--- src/hw/rtl/lidar_frame_parser_crc8_macros.svh ---
// Assertion macros for the frame parser.
`ifndef LIDAR_FRAME_PARSER_CRC8_MACROS_SVH
`define LIDAR_FRAME_PARSER_CRC8_MACROS_SVH
// Implication checked every clock, off during reset.
`define LFP_ASSERT_IMP(label, ante, cons) \
  label: assert property (@(posedge clk) disable iff (rst) (ante) |-> (cons)) \
    else $error("lfp assertion failed");
// Next-cycle implication, off during reset.
`define LFP_ASSERT_NEXT(label, ante, cons) \
  label: assert property (@(posedge clk) disable iff (rst) (ante) |=> (cons)) \
    else $error("lfp assertion failed");
`endif

--- src/hw/rtl/lfp_pkg.sv ---
// Shared types and constants of the frame parser.
package lfp_pkg;
  localparam int FRAME_BYTES      = 47;
  localparam int POINTS_PER_FRAME = 12;
  localparam int AW               = 6;
  localparam logic [7:0] CRC_POLY = 8'h4D;
  localparam int POINT_BASE       = 6;
  localparam int END_POS          = 42;
  localparam int STAMP_POS        = 44;
  localparam logic [1:0] KIND_POINT = 2'd0;
  localparam logic [1:0] KIND_VER   = 2'd1;
  localparam logic [1:0] KIND_CRC   = 2'd2;
  localparam logic CFG_HEADER  = 1'b0;
  localparam logic CFG_VERSION = 1'b1;
  localparam int QDEPTH = 2;

  // One CRC-8 byte step, MSB first.
  function automatic logic [7:0] crc8_step(input logic [7:0] c, input logic [7:0] d);
    logic [7:0] x;
    x = c ^ d;
    for (int b = 0; b < 8; b++) begin
      x = x[7] ? ((x << 1) ^ CRC_POLY) : (x << 1);
    end
    return x;
  endfunction

  typedef struct packed {
    logic [1:0]  kind;
    logic [3:0]  point_index;
    logic [15:0] distance_mm;
    logic [7:0]  intensity;
    logic [15:0] speed;
    logic [15:0] start_angle;
    logic [15:0] end_angle;
    logic [15:0] stamp;
    logic        last;
    logic [31:0] good_frames;
    logic [31:0] crc_fail_count;
    logic [31:0] version_fail_count;
  } result_t;
endpackage

--- src/hw/rtl/lfp_ram.sv ---
// Generic single-port-write RAM with registered read.
module lfp_ram #(
  parameter int WIDTH = 8,
  parameter int DEPTH = 47
) (
  input  logic                     clk,
  input  logic                     we,
  input  logic [$clog2(DEPTH)-1:0] waddr,
  input  logic [WIDTH-1:0]         wdata,
  input  logic [$clog2(DEPTH)-1:0] raddr,
  output logic [WIDTH-1:0]         rdata
);
  logic [WIDTH-1:0] mem [DEPTH];
  always_ff @(posedge clk) begin
    if (we) begin
      mem[waddr] <= wdata;
    end
    rdata <= mem[raddr];
  end
endmodule

--- src/hw/rtl/lfp_front.sv ---
// Front part: collect bytes, check the frame, resync, and emit result words.
module lfp_front import lfp_pkg::*; (
  input  logic        clk,
  input  logic        rst,
  input  logic        push,
  output logic        full,
  input  logic [7:0]  rx_byte,
  input  logic [7:0]  header_byte,
  input  logic [7:0]  version_length_byte,
  output logic        q_push,
  input  logic        q_full,
  output result_t     q_data,
  output logic        busy
);
  localparam logic [2:0] S_IDLE = 3'd0;
  localparam logic [2:0] S_CRC  = 3'd1;
  localparam logic [2:0] S_FLD  = 3'd2;
  localparam logic [2:0] S_PT   = 3'd3;
  localparam logic [2:0] S_ERR  = 3'd4;
  localparam logic [2:0] S_SCAN = 3'd5;
  localparam logic [2:0] S_MOVE = 3'd6;

  logic [2:0]    state;
  logic [AW-1:0] fill;
  logic [AW-1:0] rptr;      // address presented to the RAM
  logic          rvalid;    // rdata corresponds to raddr_q
  logic [AW-1:0] raddr_q;
  logic [7:0]    crc;
  logic [7:0]    b1;
  logic [15:0]   speed, start_angle, end_angle, stamp;
  logic [7:0]    dlo, dhi;
  logic [3:0]    pidx;
  logic [1:0]    phase;
  logic [1:0]    err_kind;
  logic [31:0]   good_cnt, crc_cnt, ver_cnt;
  logic [AW-1:0] src, dst;

  logic          we;
  logic [AW-1:0] waddr;
  logic [7:0]    wdata;
  logic [AW-1:0] raddr;
  logic [7:0]    rdata;

  lfp_ram #(.WIDTH(8), .DEPTH(FRAME_BYTES)) u_buf (
    .clk(clk), .we(we), .waddr(waddr), .wdata(wdata), .raddr(raddr), .rdata(rdata)
  );

  logic take;
  assign full = (state != S_IDLE);
  assign take = push && (state == S_IDLE);
  assign busy = (state != S_IDLE);

  always_comb begin
    we    = 1'b0;
    waddr = fill;
    wdata = rx_byte;
    raddr = rptr;
    if (take && (fill != '0 || rx_byte == header_byte)) begin
      we = 1'b1;
    end else if (state == S_MOVE && rvalid) begin
      we    = 1'b1;
      waddr = dst;
      wdata = rdata;
    end
  end

  always_comb begin
    q_data                    = '0;
    q_data.good_frames        = good_cnt;
    q_data.crc_fail_count     = crc_cnt;
    q_data.version_fail_count = ver_cnt;
    q_data.last               = 1'b1;
    q_push                    = 1'b0;
    if (state == S_ERR) begin
      q_data.kind = err_kind;
      q_push      = !q_full;
    end else if (state == S_PT && phase == 2'd3) begin
      q_data.kind        = KIND_POINT;
      q_data.point_index = pidx;
      q_data.distance_mm = {dhi, dlo};
      q_data.intensity   = rdata;
      q_data.speed       = speed;
      q_data.start_angle = start_angle;
      q_data.end_angle   = end_angle;
      q_data.stamp       = stamp;
      q_data.last        = (pidx == 4'(POINTS_PER_FRAME - 1));
      q_push             = !q_full;
    end
  end

  always_ff @(posedge clk) begin
    raddr_q <= rptr;
    if (rst) begin
      state    <= S_IDLE;
      fill     <= '0;
      good_cnt <= '0;
      crc_cnt  <= '0;
      ver_cnt  <= '0;
      rvalid   <= 1'b0;
      rptr     <= '0;
      phase    <= '0;
      pidx     <= '0;
      err_kind <= KIND_VER;
      src      <= '0;
      dst      <= '0;
    end else begin
      case (state)
        S_IDLE: begin
          if (take && we) begin
            if (fill == AW'(FRAME_BYTES - 1)) begin
              // frame complete: walk the buffer for CRC and fields
              fill   <= fill + 1'b1;
              state  <= S_CRC;
              rptr   <= '0;
              rvalid <= 1'b0;
              crc    <= '0;
            end else begin
              fill <= fill + 1'b1;
            end
          end
        end
        S_CRC: begin
          // stream bytes 0..46; rdata is read registered, its address held in raddr_q
          if (rptr != AW'(FRAME_BYTES - 1)) begin
            rptr <= rptr + 1'b1;
          end
          rvalid <= 1'b1;
          if (rvalid) begin
            case (raddr_q)
              AW'(1):             b1 <= rdata;
              AW'(2):             speed[7:0] <= rdata;
              AW'(3):             speed[15:8] <= rdata;
              AW'(4):             start_angle[7:0] <= rdata;
              AW'(5):             start_angle[15:8] <= rdata;
              AW'(END_POS):       end_angle[7:0] <= rdata;
              AW'(END_POS + 1):   end_angle[15:8] <= rdata;
              AW'(STAMP_POS):     stamp[7:0] <= rdata;
              AW'(STAMP_POS + 1): stamp[15:8] <= rdata;
              default: ;
            endcase
            if (raddr_q != AW'(FRAME_BYTES - 1)) begin
              crc <= crc8_step(crc, rdata);
            end else begin
              rvalid <= 1'b0;
              if (b1 != version_length_byte) begin
                ver_cnt  <= ver_cnt + 1'b1;
                err_kind <= KIND_VER;
                state    <= S_ERR;
              end else if (crc != rdata) begin
                crc_cnt  <= crc_cnt + 1'b1;
                err_kind <= KIND_CRC;
                state    <= S_ERR;
              end else begin
                good_cnt <= good_cnt + 1'b1;
                state    <= S_PT;
                pidx     <= '0;
                phase    <= '0;
                rptr     <= AW'(POINT_BASE);
              end
            end
          end
        end
        S_PT: begin
          // phase 0: addr lo issued; 1: lo back; 2: hi back; 3: intensity back, emit
          case (phase)
            2'd0: begin rptr <= rptr + 1'b1; phase <= 2'd1; end
            2'd1: begin dlo <= rdata; rptr <= rptr + 1'b1; phase <= 2'd2; end
            2'd2: begin dhi <= rdata; phase <= 2'd3; end
            default: begin
              if (!q_full) begin
                if (pidx == 4'(POINTS_PER_FRAME - 1)) begin
                  fill  <= '0;
                  state <= S_IDLE;
                end else begin
                  pidx  <= pidx + 1'b1;
                  rptr  <= rptr + 1'b1;
                  phase <= 2'd0;
                end
              end
            end
          endcase
        end
        S_ERR: begin
          if (!q_full) begin
            state  <= S_SCAN;
            rptr   <= AW'(1);
            rvalid <= 1'b0;
          end
        end
        S_SCAN: begin
          // look for the first header byte at position 1 or later
          rvalid <= 1'b1;
          if (rptr != AW'(FRAME_BYTES - 1)) begin
            rptr <= rptr + 1'b1;
          end
          if (rvalid) begin
            if (rdata == header_byte) begin
              src    <= raddr_q;
              dst    <= '0;
              rptr   <= raddr_q;
              rvalid <= 1'b0;
              state  <= S_MOVE;
            end else if (raddr_q == AW'(FRAME_BYTES - 1)) begin
              fill  <= '0;
              state <= S_IDLE;
            end
          end
        end
        S_MOVE: begin
          // copy bytes src..46 down to 0..; one byte a cycle
          rvalid <= 1'b1;
          if (rptr != AW'(FRAME_BYTES - 1)) begin
            rptr <= rptr + 1'b1;
          end
          if (rvalid) begin
            dst <= dst + 1'b1;
            if (raddr_q == AW'(FRAME_BYTES - 1)) begin
              fill   <= AW'(FRAME_BYTES) - src;
              rvalid <= 1'b0;
              state  <= S_IDLE;
            end
          end
        end
        default: state <= S_IDLE;
      endcase
    end
  end
endmodule

--- src/hw/rtl/lfp_queue.sv ---
// Short result queue between the front part and the result port.
module lfp_queue import lfp_pkg::*; (
  input  logic    clk,
  input  logic    rst,
  input  logic    wr,
  input  result_t wdata,
  output logic    qfull,
  input  logic    rd,
  output logic    qempty,
  output result_t rdata
);
  result_t     slot [QDEPTH];
  logic        wp, rp;
  logic [1:0]  cnt;
  assign qfull  = (cnt == 2'(QDEPTH));
  assign qempty = (cnt == '0);
  assign rdata  = slot[rp];
  always_ff @(posedge clk) begin
    if (wr && !qfull) begin
      slot[wp] <= wdata;
    end
    if (rst) begin
      wp <= 1'b0; rp <= 1'b0; cnt <= '0;
    end else begin
      if (wr && !qfull) wp <= wp + 1'b1;
      if (rd && !qempty) rp <= rp + 1'b1;
      cnt <= cnt + 2'(wr && !qfull) - 2'(rd && !qempty);
    end
  end
endmodule

--- src/hw/rtl/lidar_frame_parser_crc8.sv ---
// Top level of the CRC-8 checked fixed-length frame parser.
//
//  channel   handshake        data
//  input     push / full      rx_byte
//  result    pop / empty      kind .. version_fail_count
//  config    cfg_we           cfg_index, cfg_data
//
// A byte that does not complete a frame leaves the block idle and ready for the
// next. The 47th byte starts a walk over the frame buffer RAM (one read port):
// a pass over all bytes for the CRC and fields, then one word per point, or on
// rejection the error word, a header scan from byte 1 on and a copy down of up
// to 46 bytes, one a cycle. Full stays high for the whole walk.
// Reset (rst, synchronous) empties the buffer, queue and counters; the buffer
// itself is not cleared. A full result queue stalls the walk at a point or error word.
module lidar_frame_parser_crc8 import lfp_pkg::*; (
  input  logic        clk,
  input  logic        rst,
  input  logic        push,
  output logic        full,
  input  logic [7:0]  rx_byte,
  input  logic        cfg_we,
  input  logic        cfg_index,
  input  logic [7:0]  cfg_data,
  output logic        empty,
  input  logic        pop,
  output logic [1:0]  kind,
  output logic [3:0]  point_index,
  output logic [15:0] distance_mm,
  output logic [7:0]  intensity,
  output logic [15:0] speed,
  output logic [15:0] start_angle,
  output logic [15:0] end_angle,
  output logic [15:0] stamp,
  output logic        last,
  output logic [31:0] good_frames,
  output logic [31:0] crc_fail_count,
  output logic [31:0] version_fail_count
);
`include "lidar_frame_parser_crc8_macros.svh"

  logic [7:0] header_byte, version_length_byte;
  logic       q_push, q_full, busy;
  result_t    q_in, q_out;

  // hold the two configuration registers
  always_ff @(posedge clk) begin
    if (rst) begin
      header_byte         <= 8'd84;
      version_length_byte <= 8'd44;
    end else if (cfg_we) begin
      if (cfg_index == CFG_HEADER) header_byte <= cfg_data;
      else                         version_length_byte <= cfg_data;
    end
  end

  lfp_front u_front (
    .clk, .rst, .push, .full, .rx_byte, .header_byte, .version_length_byte,
    .q_push, .q_full, .q_data(q_in), .busy
  );

  lfp_queue u_queue (
    .clk, .rst, .wr(q_push), .wdata(q_in), .qfull(q_full),
    .rd(pop), .qempty(empty), .rdata(q_out)
  );

  assign kind               = q_out.kind;
  assign point_index        = q_out.point_index;
  assign distance_mm        = q_out.distance_mm;
  assign intensity          = q_out.intensity;
  assign speed              = q_out.speed;
  assign start_angle        = q_out.start_angle;
  assign end_angle          = q_out.end_angle;
  assign stamp              = q_out.stamp;
  assign last               = q_out.last;
  assign good_frames        = q_out.good_frames;
  assign crc_fail_count     = q_out.crc_fail_count;
  assign version_fail_count = q_out.version_fail_count;

  `LFP_ASSERT_IMP(a_push_room, q_push, !q_full)
  `LFP_ASSERT_IMP(a_full_busy, full, busy)
  `LFP_ASSERT_NEXT(a_err_last, q_push && q_in.kind != KIND_POINT, $past(q_in.last))
endmodule

--- config.mk ---
export PLATFORM = sky130hd
export DESIGN_NAME = lidar_frame_parser_crc8
export DESIGN_NICKNAME = d
export VERILOG_FILES = /design/src/hw/rtl/lfp_pkg.sv /design/src/hw/rtl/lfp_ram.sv /design/src/hw/rtl/lfp_front.sv /design/src/hw/rtl/lfp_queue.sv /design/src/hw/rtl/lidar_frame_parser_crc8.sv
export VERILOG_INCLUDE_DIRS = /design/src /design/src/hw/rtl
export SDC_FILE = /design/constraint.sdc
export NUM_CORES = 1
export LEC_CHECK = 0
export BUFFER_PORTS_ARGS = -buffer_cell sky130_fd_sc_hd__buf_2
export CORE_MARGIN = 1.5
export CORE_UTILIZATION = 30
export DETAILED_ROUTE_END_ITERATION = 10
export PLACE_DENSITY = 0.51
export SYNTH_ARGS = -nofsm -noshare
export SYNTH_HDL_FRONTEND = slang
export SYNTH_SLANG_ARGS = --single-unit
--- constraint.sdc ---
create_clock -name clk -period 23 [get_ports clk]
set_clock_uncertainty 0.1 [all_clocks]
set_input_delay 6.9 -clock clk [delete_from_list [all_inputs] [get_ports clk]]
set_output_delay 6.9 -clock clk [all_outputs]
set_load 0.02 [all_outputs]
Word level (Yosys, flattened, before mapping)
Memory sizes are Yosys's and may differ from the RTL's. A register that Yosys moved wholly into a read port is not among the register bits. Index checks and enable logic that the tools add are counted.

Register bits after elaboration: 254. Input bits: 22. Output and inout bits: 193. Logic and storage cells: 259. Memories: 2. Memory bits (writable): 758.

Bitwise operators: 14. Equal/unequal tests: 50. Add/sub/neg operators: 12. Reductions and logical operators: 50. Multiplexer cells: 101.

Memory list: u_queue.slot (depth 2, width 191, read ports 1, clocked after memory_dff 1, wr ports 1, RTL line lfp_queue.sv:12) `result_t slot [QDEPTH];`; u_front.u_buf.mem (depth 47, width 8, read ports 1, clocked after memory_dff 1, wr ports 1, RTL line lfp_ram.sv:13) `logic [WIDTH-1:0] mem [DEPTH];`.

Operators by type and width (count): two-way mux 93 bit (2); two-way mux 6 bit (26); adder 32 x 1 -> 32 bit, second input constant (3); two-way mux 7 bit (8); AND reduction 4 bit (13); two-way mux 8 bit (6); two-way mux 3 bit (14); equality test 6 bit, second input constant (6); case mux 6 bit (6 select lines) (1); inverter 4 bit (8); two-way mux 4 bit (7); inequality test 2 bit, second input constant (13); case mux 6 bit (2 select lines) (2); case mux 6 bit (4 select lines) (1); AND reduction 10 bit (2); two-way mux 1 bit (19); adder 6 x 1 -> 6 bit, second input constant (3); two-way mux 2 bit (9); case mux 3 bit (6 select lines) (1); equality test 8 bit (2); inequality test 8 bit (2); case mux 8 bit (2 select lines) (1); AND reduction 7 bit (2); equality test 6 x 2 -> 1 bit, second input constant (2); 40 further kinds (74).

Longest topological paths before layout
Depth after elaboration: 20. Mapped depth: 10. Depth with buffers taken out: 8.

By module
From an unflattened synthesis, not the netlist that was laid out.

Cell total of the unflattened synthesis: 2684. Area total of the unflattened synthesis: 41187.0 sq um.

Modules (own cells, without submodules): lfp_ram (cells each 839, area an instance 15082.0 sq um, instances 1); lfp_queue (cells each 621, area an instance 14084.8 sq um, instances 1); lfp_front (cells each 1159, area an instance 11338.4 sq um, instances 1); lidar_frame_parser_crc8 (cells each 65, area an instance 681.9 sq um, instances 1).

Least setup slack after synthesis
Ideal clock, no wire load.

Path type: register to register. Start: register u_front.state[0]. End: memory u_queue.slot[0][0] in the netlist's numbering (enable). Path slack: 12237 ps. Library setup time: 768 ps. Data arrival time: 9895 ps. Stages on the path, launching flop included: 8. Cell sequence: dfxtp_1 -> buf_2 -> nor2b_1 -> and2_1 -> clkbuf_1 -> nand2_1 -> a21boi_0 -> nor2b_1.

Longest elaborated chain between the ends: 7. Elaborated cells between the ends (all ways): 8. Classes of those cells: 2 x eq/ne; 4 x mux; 2 x reduce/logical.

RTL lines: from (decl) (RTL line lfp_front.sv:23) `logic [2:0] state;`; from (signal assigned) (RTL line lfp_front.sv:94) `state <= S_IDLE;`; from (signal assigned) (RTL line lfp_front.sv:113) `state <= S_CRC;`; from (signal assigned) (RTL line lfp_front.sv:148) `state <= S_ERR;`; equality test 3 x 2 -> 1 bit (RTL line lfp_front.sv:77) `end else if (state == S_PT && phase == 2'd3) begin`; logical AND 1 bit (RTL line lfp_front.sv:77); two-way mux 1 bit (RTL line lfp_front.sv:77); two-way mux 1 bit * (RTL line lfp_front.sv:74) `if (state == S_ERR) begin`; logical AND 1 bit * (RTL line lfp_queue.sv:19) `if (wr && !qfull) begin`; two-way mux 1 bit * (RTL line lfp_queue.sv:19); two-way mux 1 bit (implied by the code) * (RTL line lfp_queue.sv:20) `slot[wp] <= wdata;`; to (decl) (RTL line lfp_queue.sv:12).

Every way passes the cells marked *; elsewhere a longest branch is shown, timed or not.

==> out/results.ini <==
[run_status]
run_status = finished clean

[grt]
number_of_antenna_violations_at_the_first_check_in_global_routing = 9
first_global_vias = 21980
overall_routing_resource_usage = 0.1472
grt-ovfl-total = 0
grt_pass1_wl_um = 150100
maximum_number_of_pins_on_one_net_before_global_route_repair = 100

[timing]
final_max_tran_viols = 0
unrepaired_setup_endpoints_after_global_routing = no
maxSlewHeadroom = 0.2503
setup-tns-final_ns = 0
tcrit_tclk_final = 0.4483
hold_viol_final = 0
worst_slew_pin_slew_ns = 1.117
final_period_minus_worst_setup_slack_ns = 10.31
finalSetupViolCount = 0
achievable-frequency_ghz = 0.09699

[clock_network]
post_cts.resized_instances = 0
post-cts-setup-buffer-count = 0
clk_transition_reported_paths_ns = 0.06
ctsHoldBuffers = 0
clock_path_buffers = 3
htreeDepth = 3
tritoncts_sinks = 1021
insertion_delay_ns = 0.73
cts-buffers-inserted = 107
clk_root_buffer_cell = sky130_fd_sc_hd__clkbuf_16
tritoncts = done

[pwr]
p_leak_uw = 0.01541
powerDensity_mw_per_mm2 = 94.09
power.ir.vdd_worst_mv = 0.04909

[cells_and_area]
layout.nets = 2826
layout.cells.most_common_list = 854 x sky130_fd_sc_hd__edfxtp_1, 213 x sky130_fd_sc_hd__buf_2, 202 x sky130_fd_sc_hd__mux2_2
post_route_cells_drive_above_1_share = 0.2721
layout_commonest_cell = sky130_fd_sc_hd__edfxtp_1
layout.cell_area.non_filler_mm2 = 0.04761
stdcell_count = 4660
layout-area-overhead-vs-synth_pct = 16.83

[logic_synthesis]
yosys_warnings = 0
yosys-top-cells-area = sky130_fd_sc_hd__edfxtp_1 63%, sky130_fd_sc_hd__dfxtp_1 8.2%, sky130_fd_sc_hd__mux4_2 6.1%
postSynth.asyncResetShare = 0
synth_area_leader_cell = sky130_fd_sc_hd__edfxtp_1
synthAdderAreaFrac = 0.005219
synth.top_cell.area_share = 0.6293
total_standard_cell_area_after_synthesis_mm2 = 0.04075
synth.ff_latch_count = 1021
synth-edff-count = 854
synth_flop_cell = sky130_fd_sc_hd__edfxtp_1
syn_nets = 2578
synth_xor_xnor_area_share = 0.02425
largest_family_of_logic_cells_by_synthesized_area = multiplexers
syn-mean-instance-area_um2 = 16.05
synthCells = 2539
synth-compound-area-share = 0.03242
synth_mux_area_frac = 0.1213
yosys.area_share.simple = 0.09124
synth.lib_cells_used.distinct = 71
ys_seq_area_frac = 0.7113

[routing]
drt-total-wl_um = 103200
detailedRoute.firstIterationViolations = 1820
post_drt_wl_per_cell_um = 22.14
num_vias = 22670
firstDrtPassIters = 5
drc = 0
vias_per_cell = 4.866
antenna_violating_nets_post_route = 0

[placed_design]
gp_congestion = 0.8449
dp_hpwl_um = 65140
place.port_buffers = 214
numPlacedInstances = 4459
post_dp_cell_area_mm2 = 0.04399

[floorplan]
floorplan.initialDensity = 0.3016
die_w_um = 371.6
io_pins = 215
row_count = 135
core_area_mm2 = 0.1351
die_ht_um = 371.6
fp.dieArea_mm2 = 0.1381

[setup_path]
setup.worst_path.end_class = primary output
worst-endpoint-arrival_ns = 3.31
worstSetupPathType = flop to primary output
cp-start-kind = flop
required_ns = 16.00
cp_max_fo = 71
r2r_start = u_front.state[0]

[min_path]
hold_path.startpoint = u_front.raddr[3]
holdCritPathClass = flop to flop

[job]
maxCapViolations = 0

[worst paths after layout]
check             depth (start not counted)  slack [ns]                    to
hold / removal                            0        0.30    u_front.raddr_q[3]
setup / recovery                          3       12.69         end_angle[15]
setup reg to reg                          8       17.51  u_queue.slot[0][120]
hold reg to reg                           0        0.30    u_front.raddr_q[3]
[sequential cells by signal, summed over array words and instances (netlist names), 16 cells and up, named ones only]
signal,cells
u_front.ver_cnt,32
u_front.start_angle,16
u_queue.slot,382
u_front.good_cnt,32
u_front.crc_cnt,32
u_front.speed,16
u_front.stamp,16
u_front.end_angle,16
u_front.u_buf.mem,376
[where the power goes]
| group | switching, µW | internal, µW | leakage [µW] |
|---|---|---|---|
| logic | 396 | 224 | 0.00467 |
| registers | 42.3 | 2050 | 0.00898 |
| clock network | 731 | 1040 | 0.00175 |
[cell usage after synthesis (all sizes together), types with 10 or more instances]
cell and n:
a21oi 82, and2 10, and3 117, buf 25, clkbuf 95, dfxtp 167
edfxtp 854, ha 17, inv 31, mux2 202, mux2i 17, mux4 111
nand2 137, nand2b 16, nand3 56, nand3b 21, nand4 36, nor2 162
nor2b 28, nor3 27, nor4 18, o21ai 54, or3 31, or4 14
xnor2 71, xor2 35
[worst max-delay path, stage by stage, from the launching register on]
cell and delay (ns):
sky130_fd_sc_hd__dfxtp_4 1.01, sky130_fd_sc_hd__buf_4 0.84, sky130_fd_sc_hd__mux2_2 0.45, sky130_fd_sc_hd__buf_2 0.17
[cell type report]
cell class | instances | area [µm²]
antenna | 1 | 2.502
clock buffer | 149 | 3020
clock inverter | 51 | 596.8
fill | 12870 | 87520
inverter | 31 | 116.4
multi-input combinational | 1367 | 11230
sequential | 1021 | 29000
tap | 1781 | 2228
timing repair buffer | 259 | 1415
[metrics by stage]
stage	utilization	setup slack [ns]	total power (µW)	hold WS [ns]
finish	0.3524	12.69	4480	0.3003
global route	0.3523	12.46	4645	0.2891
CTS	0.3523	12.52	4535	0.2824
detailed placement	0.3256	12.87	2751	0.2928
global placement	0.3256	13.05	2753	0.2953
floorplan	-	12.24	2523	0.2258
[cells by family after synthesis]
kind of cell / after synthesis
XOR/XNOR: 106
AND/OR/NAND/NOR: 703
flip-flops: 1021
adder cells (fa/ha/maj): 17
multiplexers: 330
buffers and inverters: 151
AO/OA/AOI/OAI: 211
[metal layers]
layer  track usage  share of wire  vias to the layer above  wire [µm]
met5             0        0.00012                        -         12
met1        0.1979           0.44                    11490      45010
met4       0.04315          0.022                        2       2294
met3       0.03912          0.072                      165       7461
li1              -              -                    10310          -
met2        0.2326           0.47                      706      48380
(Power assumes the default switching activity.)
